### config.mk
export PLATFORM = sky130hd
export DESIGN_NAME = list_level_expander_flat
export DESIGN_NICKNAME = d
export VERILOG_FILES = /design/src/rtl/core/lle_pkg.sv /design/src/rtl/core/lle_if.sv /design/src/rtl/core/lle_front.sv /design/src/rtl/core/lle_queue.sv /design/src/rtl/core/lle_back.sv /design/src/rtl/core/list_level_expander.sv /design/src/flat_wrapper.sv
export SDC_FILE = /design/constraint.sdc
export NUM_CORES = 1
export LEC_CHECK = 0
export BUFFER_PORTS_ARGS = -buffer_cell sky130_fd_sc_hd__buf_2
export CAP_MARGIN = 15
export CORE_MARGIN = 2
export CORE_UTILIZATION = 44
export DETAILED_ROUTE_END_ITERATION = 8
export PLACE_DENSITY_LB_ADDON = 0.3
export SLEW_MARGIN = 20
export SYNTH_ARGS = -nofsm -noshare
export SYNTH_HDL_FRONTEND = slang
export SYNTH_HIERARCHICAL = 1
export SYNTH_SLANG_ARGS = --single-unit
### constraint.sdc
create_clock -name i_clk -period 10.7 [get_ports i_clk]
set_clock_uncertainty 0.2 [all_clocks]
set_input_delay 1.07 -clock i_clk [delete_from_list [all_inputs] [get_ports i_clk]]
set_output_delay 1.07 -clock i_clk [all_outputs]
set_load 0.005 [all_outputs]
### src/rtl/core/lle_pkg.sv
// ----------------------------------------------------------------------------
// lle_pkg
// Types and constants shared by the list level expander.
// ----------------------------------------------------------------------------
package lle_pkg;

    localparam int MAX_LIST_LEN = 64;
    localparam int CNT_W        = $clog2(MAX_LIST_LEN + 1);
    localparam int QUEUE_DEPTH  = 4;
    localparam int QPTR_W       = $clog2(QUEUE_DEPTH);
    localparam int CFG_IDX_W    = 2;
    localparam int CFG_DATA_W   = 8;

    typedef enum logic [CFG_IDX_W-1:0] {
        CFG_PARENT_MAX_DEF = 2'd0,
        CFG_PARENT_MAX_REP = 2'd1,
        CFG_ANCESTOR_DEF   = 2'd2,
        CFG_LIST_OPTIONAL  = 2'd3
    } t_cfg_idx;

    typedef struct packed {
        logic [7:0] parent_max_def;
        logic [7:0] parent_max_rep;
        logic [7:0] ancestor_def;
        logic       list_optional;
    } t_cfg;

    // One classified input: the levels of its results and how many there are.
    typedef struct packed {
        logic [7:0]       out_def;
        logic [7:0]       rep_first;
        logic [7:0]       rep_later;
        logic             slot_used;
        logic [CNT_W-1:0] count;
    } t_cmd;

endpackage

### src/rtl/core/lle_if.sv
// ----------------------------------------------------------------------------
// lle_in_if / lle_out_if
// Valid/ready channels carrying input items and result items.
// ----------------------------------------------------------------------------
interface lle_in_if;
    logic       valid;
    logic       ready;
    logic [7:0] in_def;
    logic [7:0] in_rep;
    logic       slot_null;
    logic [6:0] slot_size;

    modport source (output valid, in_def, in_rep, slot_null, slot_size, input ready);
    modport sink   (input valid, in_def, in_rep, slot_null, slot_size, output ready);
endinterface

interface lle_out_if;
    logic       valid;
    logic       ready;
    logic [7:0] out_def;
    logic [7:0] out_rep;
    logic       slot_used;
    logic       last;

    modport source (output valid, out_def, out_rep, slot_used, last, input ready);
    modport sink   (input valid, out_def, out_rep, slot_used, last, output ready);
endinterface

### src/rtl/core/lle_front.sv
// ----------------------------------------------------------------------------
// lle_front
// Holds the configuration and classifies each input beat into a command.
// ----------------------------------------------------------------------------
module lle_front (
    input  logic                         i_clk,
    input  logic                         i_rst_n,
    input  logic                         i_cfg_we,
    input  logic [lle_pkg::CFG_IDX_W-1:0] i_cfg_idx,
    input  logic [lle_pkg::CFG_DATA_W-1:0] i_cfg_data,
    input  logic [7:0]                   i_in_def,
    input  logic [7:0]                   i_in_rep,
    input  logic                         i_slot_null,
    input  logic [6:0]                   i_slot_size,
    output lle_pkg::t_cmd                o_cmd
);
    import lle_pkg::*;

    t_cfg r_cfg;
    t_cfg n_cfg;

    logic [8:0] empty_def;
    logic [9:0] list_def;
    logic [8:0] later_rep;

    always_ff @(posedge i_clk) begin
        if (!i_rst_n) begin
            r_cfg <= '0;
        end else begin
            r_cfg <= n_cfg;
        end
    end

    always_comb begin
        n_cfg = r_cfg;
        if (i_cfg_we) begin
            case (t_cfg_idx'(i_cfg_idx))
                CFG_PARENT_MAX_DEF: n_cfg.parent_max_def = i_cfg_data[7:0];
                CFG_PARENT_MAX_REP: n_cfg.parent_max_rep = i_cfg_data[7:0];
                CFG_ANCESTOR_DEF:   n_cfg.ancestor_def   = i_cfg_data[7:0];
                CFG_LIST_OPTIONAL:  n_cfg.list_optional  = i_cfg_data[0];
                default:            n_cfg = r_cfg;
            endcase
        end
    end

    // Levels saturate at 255.
    assign empty_def = {1'b0, i_in_def} + 9'(r_cfg.list_optional);
    assign list_def  = 10'(r_cfg.parent_max_def) + 10'(r_cfg.list_optional) + 10'd1;
    assign later_rep = {1'b0, r_cfg.parent_max_rep} + 9'd1;

    always_comb begin
        o_cmd.out_def   = i_in_def;
        o_cmd.rep_first = i_in_rep;
        o_cmd.rep_later = i_in_rep;
        o_cmd.slot_used = 1'b1;
        o_cmd.count     = CNT_W'(1);
        if (i_in_def < r_cfg.ancestor_def) begin
            o_cmd.slot_used = 1'b0;
        end else if (i_in_def < r_cfg.parent_max_def || i_slot_null) begin
            o_cmd.slot_used = 1'b1;
        end else if (i_slot_size == 7'd0) begin
            o_cmd.out_def = empty_def[8] ? 8'hFF : empty_def[7:0];
        end else begin
            o_cmd.out_def   = (list_def > 10'd255) ? 8'hFF : list_def[7:0];
            o_cmd.rep_later = later_rep[8] ? 8'hFF : later_rep[7:0];
            if (32'(i_slot_size) > MAX_LIST_LEN) begin
                o_cmd.count = CNT_W'(MAX_LIST_LEN);
            end else begin
                o_cmd.count = CNT_W'(i_slot_size);
            end
        end
    end

endmodule

### src/rtl/core/lle_queue.sv
// ----------------------------------------------------------------------------
// lle_queue
// Short command queue decoupling the classifier from the expander.
// ----------------------------------------------------------------------------
module lle_queue (
    input  logic          i_clk,
    input  logic          i_rst_n,
    input  logic          i_push,
    input  logic          i_pop,
    input  lle_pkg::t_cmd i_cmd,
    output lle_pkg::t_cmd o_cmd,
    output logic          o_full,
    output logic          o_empty
);
    import lle_pkg::*;

    t_cmd              r_mem [QUEUE_DEPTH];
    logic [QPTR_W-1:0] r_wr_ptr;
    logic [QPTR_W-1:0] r_rd_ptr;
    logic [QPTR_W:0]   r_fill;
    logic [QPTR_W-1:0] n_wr_ptr;
    logic [QPTR_W-1:0] n_rd_ptr;
    logic [QPTR_W:0]   n_fill;
    logic              push_ok;
    logic              pop_ok;

    assign o_full  = (r_fill == (QPTR_W+1)'(QUEUE_DEPTH));
    assign o_empty = (r_fill == '0);
    assign push_ok = i_push && !o_full;
    assign pop_ok  = i_pop && !o_empty;
    assign o_cmd   = r_mem[r_rd_ptr];

    always_comb begin
        n_wr_ptr = push_ok ? r_wr_ptr + 1'b1 : r_wr_ptr;
        n_rd_ptr = pop_ok ? r_rd_ptr + 1'b1 : r_rd_ptr;
        n_fill   = r_fill + (QPTR_W+1)'(push_ok) - (QPTR_W+1)'(pop_ok);
    end

    always_ff @(posedge i_clk) begin
        if (!i_rst_n) begin
            r_wr_ptr <= '0;
            r_rd_ptr <= '0;
            r_fill   <= '0;
        end else begin
            r_wr_ptr <= n_wr_ptr;
            r_rd_ptr <= n_rd_ptr;
            r_fill   <= n_fill;
        end
    end

    always_ff @(posedge i_clk) begin
        if (push_ok) begin
            r_mem[r_wr_ptr] <= i_cmd;
        end
    end

endmodule

### src/rtl/core/lle_back.sv
// ----------------------------------------------------------------------------
// lle_back
// Takes commands from the queue and emits one result beat per cycle unless o_out stalls.
// ----------------------------------------------------------------------------
module lle_back (
    input  logic             i_clk,
    input  logic             i_rst_n,
    input  lle_pkg::t_cmd    i_cmd,
    input  logic             i_q_empty,
    output logic             o_pop,
    lle_out_if.source        o_out
);
    import lle_pkg::*;

    logic             r_busy;
    logic             r_first;
    logic [CNT_W-1:0] r_remain;
    t_cmd             r_cmd;
    logic             n_busy;
    logic             n_first;
    logic [CNT_W-1:0] n_remain;
    t_cmd             n_cmd;
    logic             beat;
    logic             final_beat;

    assign beat       = r_busy && o_out.ready;
    assign final_beat = (r_remain == CNT_W'(1));
    assign o_pop      = !i_q_empty && (!r_busy || (beat && final_beat));

    assign o_out.valid     = r_busy;
    assign o_out.out_def   = r_cmd.out_def;
    assign o_out.out_rep   = r_first ? r_cmd.rep_first : r_cmd.rep_later;
    assign o_out.slot_used = r_cmd.slot_used;
    assign o_out.last      = final_beat;

    always_comb begin
        n_busy   = r_busy;
        n_first  = r_first;
        n_remain = r_remain;
        n_cmd    = r_cmd;
        if (o_pop) begin
            n_busy   = 1'b1;
            n_first  = 1'b1;
            n_remain = i_cmd.count;
            n_cmd    = i_cmd;
        end else if (beat) begin
            n_first  = 1'b0;
            n_remain = r_remain - CNT_W'(1);
            if (final_beat) begin
                n_busy = 1'b0;
            end
        end
    end

    always_ff @(posedge i_clk) begin
        if (!i_rst_n) begin
            r_busy   <= 1'b0;
            r_first  <= 1'b0;
            r_remain <= '0;
        end else begin
            r_busy   <= n_busy;
            r_first  <= n_first;
            r_remain <= n_remain;
        end
    end

    always_ff @(posedge i_clk) begin
        r_cmd <= n_cmd;
    end

endmodule

### src/rtl/core/list_level_expander.sv
// ----------------------------------------------------------------------------
// list_level_expander
// Expands one nesting step of repetition and definition levels for a list
// column: each parent level pair becomes one or more child level pairs.
//
//   channel  dir  handshake        payload
//   i_in     in   valid/ready      in_def, in_rep, slot_null, slot_size
//   o_out    out  valid/ready      out_def, out_rep, slot_used, last
//   i_cfg_*  in   write enable     register index, write data
//
// The expander emits one result beat per cycle while o_out is ready; an input
// with a list of n > 0 elements gives n beats, at most 64, all others one. Its
// run counter sets that figure. A four-entry command queue lets the classifier
// keep accepting beats while the output stalls. Reset empties the queue and the
// expander and clears the registers to zero.
// ----------------------------------------------------------------------------
module list_level_expander (
    input  logic                           i_clk,
    input  logic                           i_rst_n,
    input  logic                           i_cfg_we,
    input  logic [lle_pkg::CFG_IDX_W-1:0]  i_cfg_idx,
    input  logic [lle_pkg::CFG_DATA_W-1:0] i_cfg_data,
    lle_in_if.sink                         i_in,
    lle_out_if.source                      o_out
);
    import lle_pkg::*;

    t_cmd front_cmd;
    t_cmd queue_cmd;
    logic q_push;
    logic q_pop;
    logic q_full;
    logic q_empty;

    assign i_in.ready = !q_full;
    assign q_push     = i_in.valid;

    lle_front u_front (
        .i_clk       (i_clk),
        .i_rst_n     (i_rst_n),
        .i_cfg_we    (i_cfg_we),
        .i_cfg_idx   (i_cfg_idx),
        .i_cfg_data  (i_cfg_data),
        .i_in_def    (i_in.in_def),
        .i_in_rep    (i_in.in_rep),
        .i_slot_null (i_in.slot_null),
        .i_slot_size (i_in.slot_size),
        .o_cmd       (front_cmd)
    );

    lle_queue u_queue (
        .i_clk   (i_clk),
        .i_rst_n (i_rst_n),
        .i_push  (q_push),
        .i_pop   (q_pop),
        .i_cmd   (front_cmd),
        .o_cmd   (queue_cmd),
        .o_full  (q_full),
        .o_empty (q_empty)
    );

    lle_back u_back (
        .i_clk     (i_clk),
        .i_rst_n   (i_rst_n),
        .i_cmd     (queue_cmd),
        .i_q_empty (q_empty),
        .o_pop     (q_pop),
        .o_out     (o_out)
    );

endmodule

### src/flat_wrapper.sv
// flat-port wrapper written by rule: the top's interface ports become plain ports
module list_level_expander_flat import lle_pkg::*;
  (i_clk, i_rst_n, i_cfg_we, i_cfg_idx, i_cfg_data, i_in_valid, i_in_in_def, i_in_in_rep, i_in_slot_null, i_in_slot_size, i_in_ready, o_out_valid, o_out_out_def, o_out_out_rep, o_out_slot_used, o_out_last, o_out_ready);
  lle_in_if i_in_i ();
  lle_out_if o_out_i ();
  input  logic i_clk;
  input  logic i_rst_n;
  input  logic i_cfg_we;
  input  logic [lle_pkg::CFG_IDX_W-1:0] i_cfg_idx;
  input  logic [lle_pkg::CFG_DATA_W-1:0] i_cfg_data;
  input wire logic [$bits(i_in_i.valid)-1:0] i_in_valid;
  input wire logic [$bits(i_in_i.in_def)-1:0] i_in_in_def;
  input wire logic [$bits(i_in_i.in_rep)-1:0] i_in_in_rep;
  input wire logic [$bits(i_in_i.slot_null)-1:0] i_in_slot_null;
  input wire logic [$bits(i_in_i.slot_size)-1:0] i_in_slot_size;
  output wire logic [$bits(i_in_i.ready)-1:0] i_in_ready;
  output wire logic [$bits(o_out_i.valid)-1:0] o_out_valid;
  output wire logic [$bits(o_out_i.out_def)-1:0] o_out_out_def;
  output wire logic [$bits(o_out_i.out_rep)-1:0] o_out_out_rep;
  output wire logic [$bits(o_out_i.slot_used)-1:0] o_out_slot_used;
  output wire logic [$bits(o_out_i.last)-1:0] o_out_last;
  input wire logic [$bits(o_out_i.ready)-1:0] o_out_ready;
  assign i_in_i.valid = i_in_valid;
  assign i_in_i.in_def = i_in_in_def;
  assign i_in_i.in_rep = i_in_in_rep;
  assign i_in_i.slot_null = i_in_slot_null;
  assign i_in_i.slot_size = i_in_slot_size;
  assign i_in_ready = i_in_i.ready;
  assign o_out_valid = o_out_i.valid;
  assign o_out_out_def = o_out_i.out_def;
  assign o_out_out_rep = o_out_i.out_rep;
  assign o_out_slot_used = o_out_i.slot_used;
  assign o_out_last = o_out_i.last;
  assign o_out_i.ready = o_out_ready;
  list_level_expander u_core (.i_clk(i_clk), .i_rst_n(i_rst_n), .i_cfg_we(i_cfg_we), .i_cfg_idx(i_cfg_idx), .i_cfg_data(i_cfg_data), .i_in(i_in_i), .o_out(o_out_i));
endmodule
==> results of run 1 <==
cell type report:
class                           count  area [µm²]  share of cell area
Clock buffer                       18         429              0.0440
Tap cell                          265         332              0.0340
Clock inverter                     14         168              0.0172
Timing Repair Buffer               63         328              0.0336
Multi-Input combinational cell    326        2900               0.298
Sequential cell                   196        5460               0.560
Inverter                           35         131              0.0135
metal layers:
metal	up-vias	GRT usage	routed length (µm)
met3	14	0.0346	760
met4	0	0.0534	183
met5	-	0	0
met2	121	0.278	8460
li1	2350	-	-
met1	2487	0.211	7380
cell usage in the layout (no fill, tap or decap), types with 20 or more instances in the layout:
master and instances:
edfxtp_1 153, buf_2 58, dfxtp_1 41, inv_1 33
mux4_2 30, nor2b_1 28, ha_1 27, a21oi_1 22
mux2i_1 21, nor2_1 20
cell families (layout without fill, tap and decap cells):
family,count (synthesis),in the layout,synth area share
fa+ha+maj,28,28,0.0408
flops,196,196,0.622
mux,64,64,0.122
compound gates,87,87,0.0651
buf+inv,73,130,0.0471
simple gates,135,135,0.0912
xor+xnor,12,12,0.0120
state kept, by name, indices dropped and copies added (netlist names), named ones only:
signal,flops
u_core/u_back/o_out.out_def,8
u_core/u_back/o_out.slot_used,1
u_core/u_back/o_out.valid,1
u_core/u_back/r_cmd,16
u_core/u_back/r_first,1
u_core/u_back/r_remain,7
u_core/u_front/r_cfg,25
u_core/u_queue/r_fill,3
u_core/u_queue/r_mem,128
u_core/u_queue/r_rd_ptr,2
u_core/u_queue/r_wr_ptr,2
synth_stat cells, types with 3 or more instances:
master    instances  area share
nand2b_1          7      0.0050
buf_12            3      0.0068
nor4_1            5      0.0036
mux4_2           30       0.077
buf_2             9      0.0051
nand3_1          10      0.0057
nor4b_1           5      0.0050
clkbuf_1          7      0.0030
edfxtp_1        153        0.52
a21oi_1          22       0.013
buf_4            17       0.015
o22ai_1           5      0.0036
o21ai_0          15      0.0086
nor2_1           20      0.0086
mux2_2            9       0.012
a31oi_1          19       0.014
nor3_1            4      0.0023
dfxtp_1          43       0.098
ha_1             27       0.039
inv_1            34       0.015
nand3b_1          4      0.0034
and2_1            9      0.0064
xnor2_1          10       0.010
nand4_1           4      0.0029
nor2b_1          28       0.020
and3_1            6      0.0043
nand2_1          19      0.0081
mux2i_1          21       0.024
worst paths after layout:
check | startpoint | end | slack, ns | cells after the start
max | u_core/u_queue/r_fill[1] | u_core/u_queue/r_fill[2] | 6.31 | 12
min | u_core/u_queue/r_rd_ptr[1] | flop | 0.29 | 2
max reg2reg | u_core/u_queue/r_fill[1] | u_core/u_queue/r_fill[2] | 6.31 | 12
min reg2reg | u_core/u_queue/r_rd_ptr[1] | flop | 0.29 | 2
power groups by stage:
stage	Clock (mW)	Combinational [mW]	Sequential (mW)
after global routing	0.688	0.531	1.07
after CTS	0.656	0.489	1.06
after global placement	0	0.476	1.06
after floorplan	0	0.407	1.04
after detailed placement	0	0.487	1.07
final	0.642	0.478	1.05
stage by stage:
| step | setup slack, ns | total power, mW |
|---|---|---|
| 2_1_floorplan | 6.88 | 1.45 |
| 3_3_place_gp | 6.40 | 1.54 |
| 3_5_place_dp | 6.27 | 1.56 |
| 4_1_cts | 6.53 | 2.20 |
| 5_1_grt | 5.86 | 2.29 |
| 6_report | 6.31 | 2.17 |
tightest hold or removal path, stage by stage (launching register included):
cell	delay, ns
dfxtp_1	0.31
o21ai_0	0.07
a21boi_1	0.07
==> flow_summary.ini, run 1 <==
[drt]
wl_um = 16800
post_drt_via_cell_ratio = 5.42
drc = 0
vias = 4972
antenna_left = 0
dr.first_iter.drc_count = 318
post_drt_wl_per_cell_um = 18.3
dr.pass1.iters = 5

[finish]
area_growth_pct = 11.1
drive_gt1_frac = 0.227
antenna_cells = 0
finish.utilization = 0.499
fin_area_um2 = 9750
fillers = 1667
layout.cells.non_filler = 917
fin_nets = 706

[floorplanning]
core_area_um2 = 19500
initial_core_util = 0.449
ios = 59
rows = 51
die-area_um2 = 21100
die_x_um = 145
fp.dieH_um = 145

[cts]
worst_skew_pair.late_latency_ns = 0.43
numCtsBuffers = 17
clk_pin_slew_ns = 0.07
clockBufferDepth = 2
cts_tree = done
cts_setup_buffers = 0
cts_root_buf = clkbuf_16
ctsHoldBuffers = 0
clock-sinks = 196
cts_resized = 0
htreeDepth = 4

[pwr]
ir_drop_mv = 0.119
p_int_mw = 1.57
p_switching_mw = 0.597
sw_frac_of_total = 0.275
combPwrFrac = 0.220
seqPwrFrac = 0.484
clkPwrFrac = 0.296
power_density_nw_per_um2 = 223
p_leak_nw = 3.42

[synthesis]
synth_flop_cell = edfxtp_1
synth_area_um2 = 8770
seq_area_frac_synth = 0.622
ys_ff_latch = 196
synthesis.nets = 662
synthArstFlopShare = 0
synth_cells = 595
synth_area_per_cell_um2 = 14.7
synth_cell_types = 67
synth-edff-count = 153
ys_warn_count = 6

[place]
dpl.cell_count = 885
placed_area_um2 = 9150
hpwlAfterDp_um = 11100
port_buffers = 58
gp_congestion = 0.825

[sta]
max_freq_ghz = 0.228
holdWs_ns = 0.292
worst_pin_slew_ns = 1.02
setup_viol = 0
rsz0062_at_grt = false
finalHoldViolCount = 0
fin_crit_ns = 4.39
drv_slew = 0
relSlewSlack = 0.317
min_period_over_period = 0.411
tns_ns = 0

[flow_run]
maxCapViolations = 0

[worst_setup_path]
end_kind = flop
critPathKind = flop to flop
cp.required_ns = 10.83
path_cells = nor3_2 > nand2b_1 > o32a_1 > clkinv_1 > nor2b_1 > ha_1 > inv_1 > ha_1 > fa_1 > xnor2_1 > xnor2_1 > and2_1
crit_buf_inv = 2
crit_family = simple AND/OR/NAND/NOR gates
cp_max_fo = 28
startpoint_type = flop
max_stage_delay_ns = 0.93
crit_slowest_cell = clkinv_1
arrival_ns = 4.52

[global_route]
grt_max_degree = 45
antenna_found_initial = 0
grt.total_usage = 0.164
grt_pass1_wl_um = 26700
grt_overflow = 0
first_global_vias = 4996

[worst_hold_path]
hp-class = flop to flop

[status]
outcome = finished clean
Power figures use the tool's default switching activity.
==> run 2, diff against run 1 <==
--- a/config.mk
+++ b/config.mk
@@ -5,6 +5,7 @@
 export SDC_FILE = /design/constraint.sdc
 export NUM_CORES = 1
 export LEC_CHECK = 0
+export ABC_AREA = 1
 export BUFFER_PORTS_ARGS = -buffer_cell sky130_fd_sc_hd__buf_2
 export CAP_MARGIN = 15
 export CORE_MARGIN = 2
==> constraint.sdc (replaced) <==
create_clock -name i_clk -period 4.2 [get_ports i_clk]
set_clock_uncertainty 0.2 [all_clocks]
set_input_delay 0.42 -clock i_clk [delete_from_list [all_inputs] [get_ports i_clk]]
set_output_delay 0.42 -clock i_clk [all_outputs]
set_load 0.005 [all_outputs]
==> run 2 against run 1 <==
  * Fmax grew 68%
  * Register-to-register slack worse by 4.7 ns
  * Cell count is 31% higher
  * Clock-buffer cell count decreased by 1
  * Routed wire length grew 12%
  * Combinational power rose to 3.3 times the previous value
  * Global-route usage is 1.6 points higher
  * Synthesized cell count is 49% higher
  * Critical endpoint unchanged
  * Largest power group unchanged
  * Highest routed layer unchanged
==> flow_summary.ini, run 2 <==
[status]
outcome = finished clean

[finish]
fin_nets = 988
drive_gt1_frac = 0.136
final_cell_mix = edfxtp_1 (153), nand2_1 (146), nor2_1 (117)
fin_area_um2 = 10000
antenna_cells = 0
largest_register = u_core/u_queue/r_mem
final_common_cell = edfxtp_1
largestRegisters = u_core/u_queue/r_mem: 128 flops, u_core/u_front/r_cfg: 25 flops, u_core/u_back/r_cmd: 16 flops
largest_reg_flops = 128
finish.utilization = 0.496
fillers = 1843
area_growth_pct = 10.7

[cts]
cts_root_buf = clkbuf_16
numCtsBuffers = 17
clk_pin_slew_ns = 0.08
cts_setup_buffers = 0
worst_skew_pair.late_latency_ns = 0.43
clock-sinks = 196
cts_tree = done
htreeDepth = 4
ctsHoldBuffers = 0
cts_resized = 0
clockBufferDepth = 2

[drt]
dr.first_iter.drc_count = 450
vias = 6159
dr.pass1.iters = 5
antenna_left = 0
post_drt_via_cell_ratio = 5.12
wl_um = 18800
drc = 0
post_drt_wl_per_cell_um = 15.6

[synthesis]
seq_area_frac_synth = 0.604
synth_cells = 884
synth_area_per_cell_um2 = 10.2
synth_cell_types = 36
synth_top_cell_area_share = 0.509
synth_flop_cell = edfxtp_1
yosysMostFrequentCell = edfxtp_1
synthArstFlopShare = 0
synth-edff-count = 153
ys_warn_count = 6
yosys-top-cells-area = edfxtp_1 (51%), dfxtp_1 (9.5%), nand2_1 (6.1%)
ys_ff_latch = 196
synth_area_um2 = 9030
yosys.area.top_type = edfxtp_1
synthesis.nets = 951
synth_common_cells = edfxtp_1 (153), nand2_1 (146), nor2_1 (121)

[sta]
finalHoldViolCount = 0
fin_crit_ns = 2.61
min_period_over_period = 0.621
rsz0062_at_grt = false
drv_slew = 0
tns_ns = 0
holdWs_ns = 0.0329
worst_pin_slew_ns = 1.11
max_freq_ghz = 0.383
setup_viol = 0
relSlewSlack = 0.259

[worst_setup_path]
cp-startpoint = u_core/u_back/r_remain[1]
cp_max_fo = 10
arrival_ns = 2.78
critPathKind = flop to flop
cp.required_ns = 4.37
reg2reg_from = u_core/u_back/r_remain[1]
startpoint_type = flop
end_kind = flop

[global_route]
first_global_vias = 5921
antenna_found_initial = 0
grt_max_degree = 65
grt_pass1_wl_um = 30400
grt_overflow = 0
grt.total_usage = 0.180

[floorplanning]
die-area_um2 = 21700
die_x_um = 147
rows = 52
fp.dieH_um = 147
core_area_um2 = 20200
initial_core_util = 0.448
ios = 59

[worst_hold_path]
holdCritStartpoint = i_in_in_rep[3]
hp-class = input port to flop

[pwr]
ir_drop_mv = 0.303
power_density_nw_per_um2 = 594
p_leak_nw = 3.95

[place]
port_buffers = 58
placed_area_um2 = 9400
hpwlAfterDp_um = 12300
gp_congestion = 0.878

[flow_run]
maxCapViolations = 0
==> run 2: report_power, final <==
part | total, mW | internal, mW | switching, mW
sequential | 2.74 | 2.55 | 0.188
combinational | 1.59 | 0.550 | 1.04
clock | 1.62 | 0.811 | 0.805
==> run 2: worst max-delay path, stage by stage, from the launching register on <==
cell and delay [ns]:
dfxtp_1 0.38, inv_1 0.08, ha_1 0.17, inv_1 0.09
nor2_4 0.05, nand4_4 0.07, nand2_4 0.09, nand2_4 0.14
inv_1 0.07, inv_1 0.05, nor2_1 0.05, ha_1 0.27
inv_1 0.04, ha_1 0.18, fa_1 0.39, nand3_1 0.09
nand2_1 0.05, nor2_1 0.10
==> run 2: per-layer routing <==
metal / global-route usage / wire, µm / vias to the layer above
met2: 0.298 / 8930 / 150
li1: - / - / 3094
met5: 0 / 0 / -
met1: 0.241 / 8700 / 2896
met4: 0.0596 / 286 / 0
met3: 0.0320 / 832 / 19
==> run 2: layout make-up <==
cell class                      instances  area (µm²)  share of cell area
Clock inverter                         15         178              0.0178
Timing Repair Buffer                   63         328              0.0328
Clock buffer                           17         425              0.0425
Tap cell                              270         338              0.0338
Multi-Input combinational cell        555        2940               0.294
Sequential cell                       196        5460               0.546
Inverter                               88         338              0.0338
==> run 2: cell families (layout without fill, tap and decap cells) <==
group           count (synthesis)  after routing  share of synthesized area
buf+inv                       133            183                     0.0742
mux                             9              9                     0.0111
xor+xnor                       10             10                    0.00970
fa+ha+maj                      28             28                     0.0396
flops                         196            196                      0.604
compound gates                173            173                      0.104
simple gates                  335            335                      0.158
==> run 2: final timing paths <==
path / end / slack (ns) / cells past startpoint
worst max-delay path: u_core/u_queue/r_fill[2] / 1.59 / 17
worst min-delay path: u_core/u_queue/r_mem[0][19] / 0.03 / 1
worst max register to register: u_core/u_queue/r_fill[2] / 1.59 / 17
worst min register to register: u_core/u_front/r_cfg[2] / 0.27 / 2
==> run 2: through the flow <==
step	setup WS [ns]	std cells	total power [mW]
6_report	1.59	1204	5.94
5_1_grt	1.40	1204	6.31
4_1_cts	1.58	1204	6.00
3_5_place_dp	1.44	1172	4.39
3_3_place_gp	1.49	1172	4.35
2_1_floorplan	1.29	884	3.99
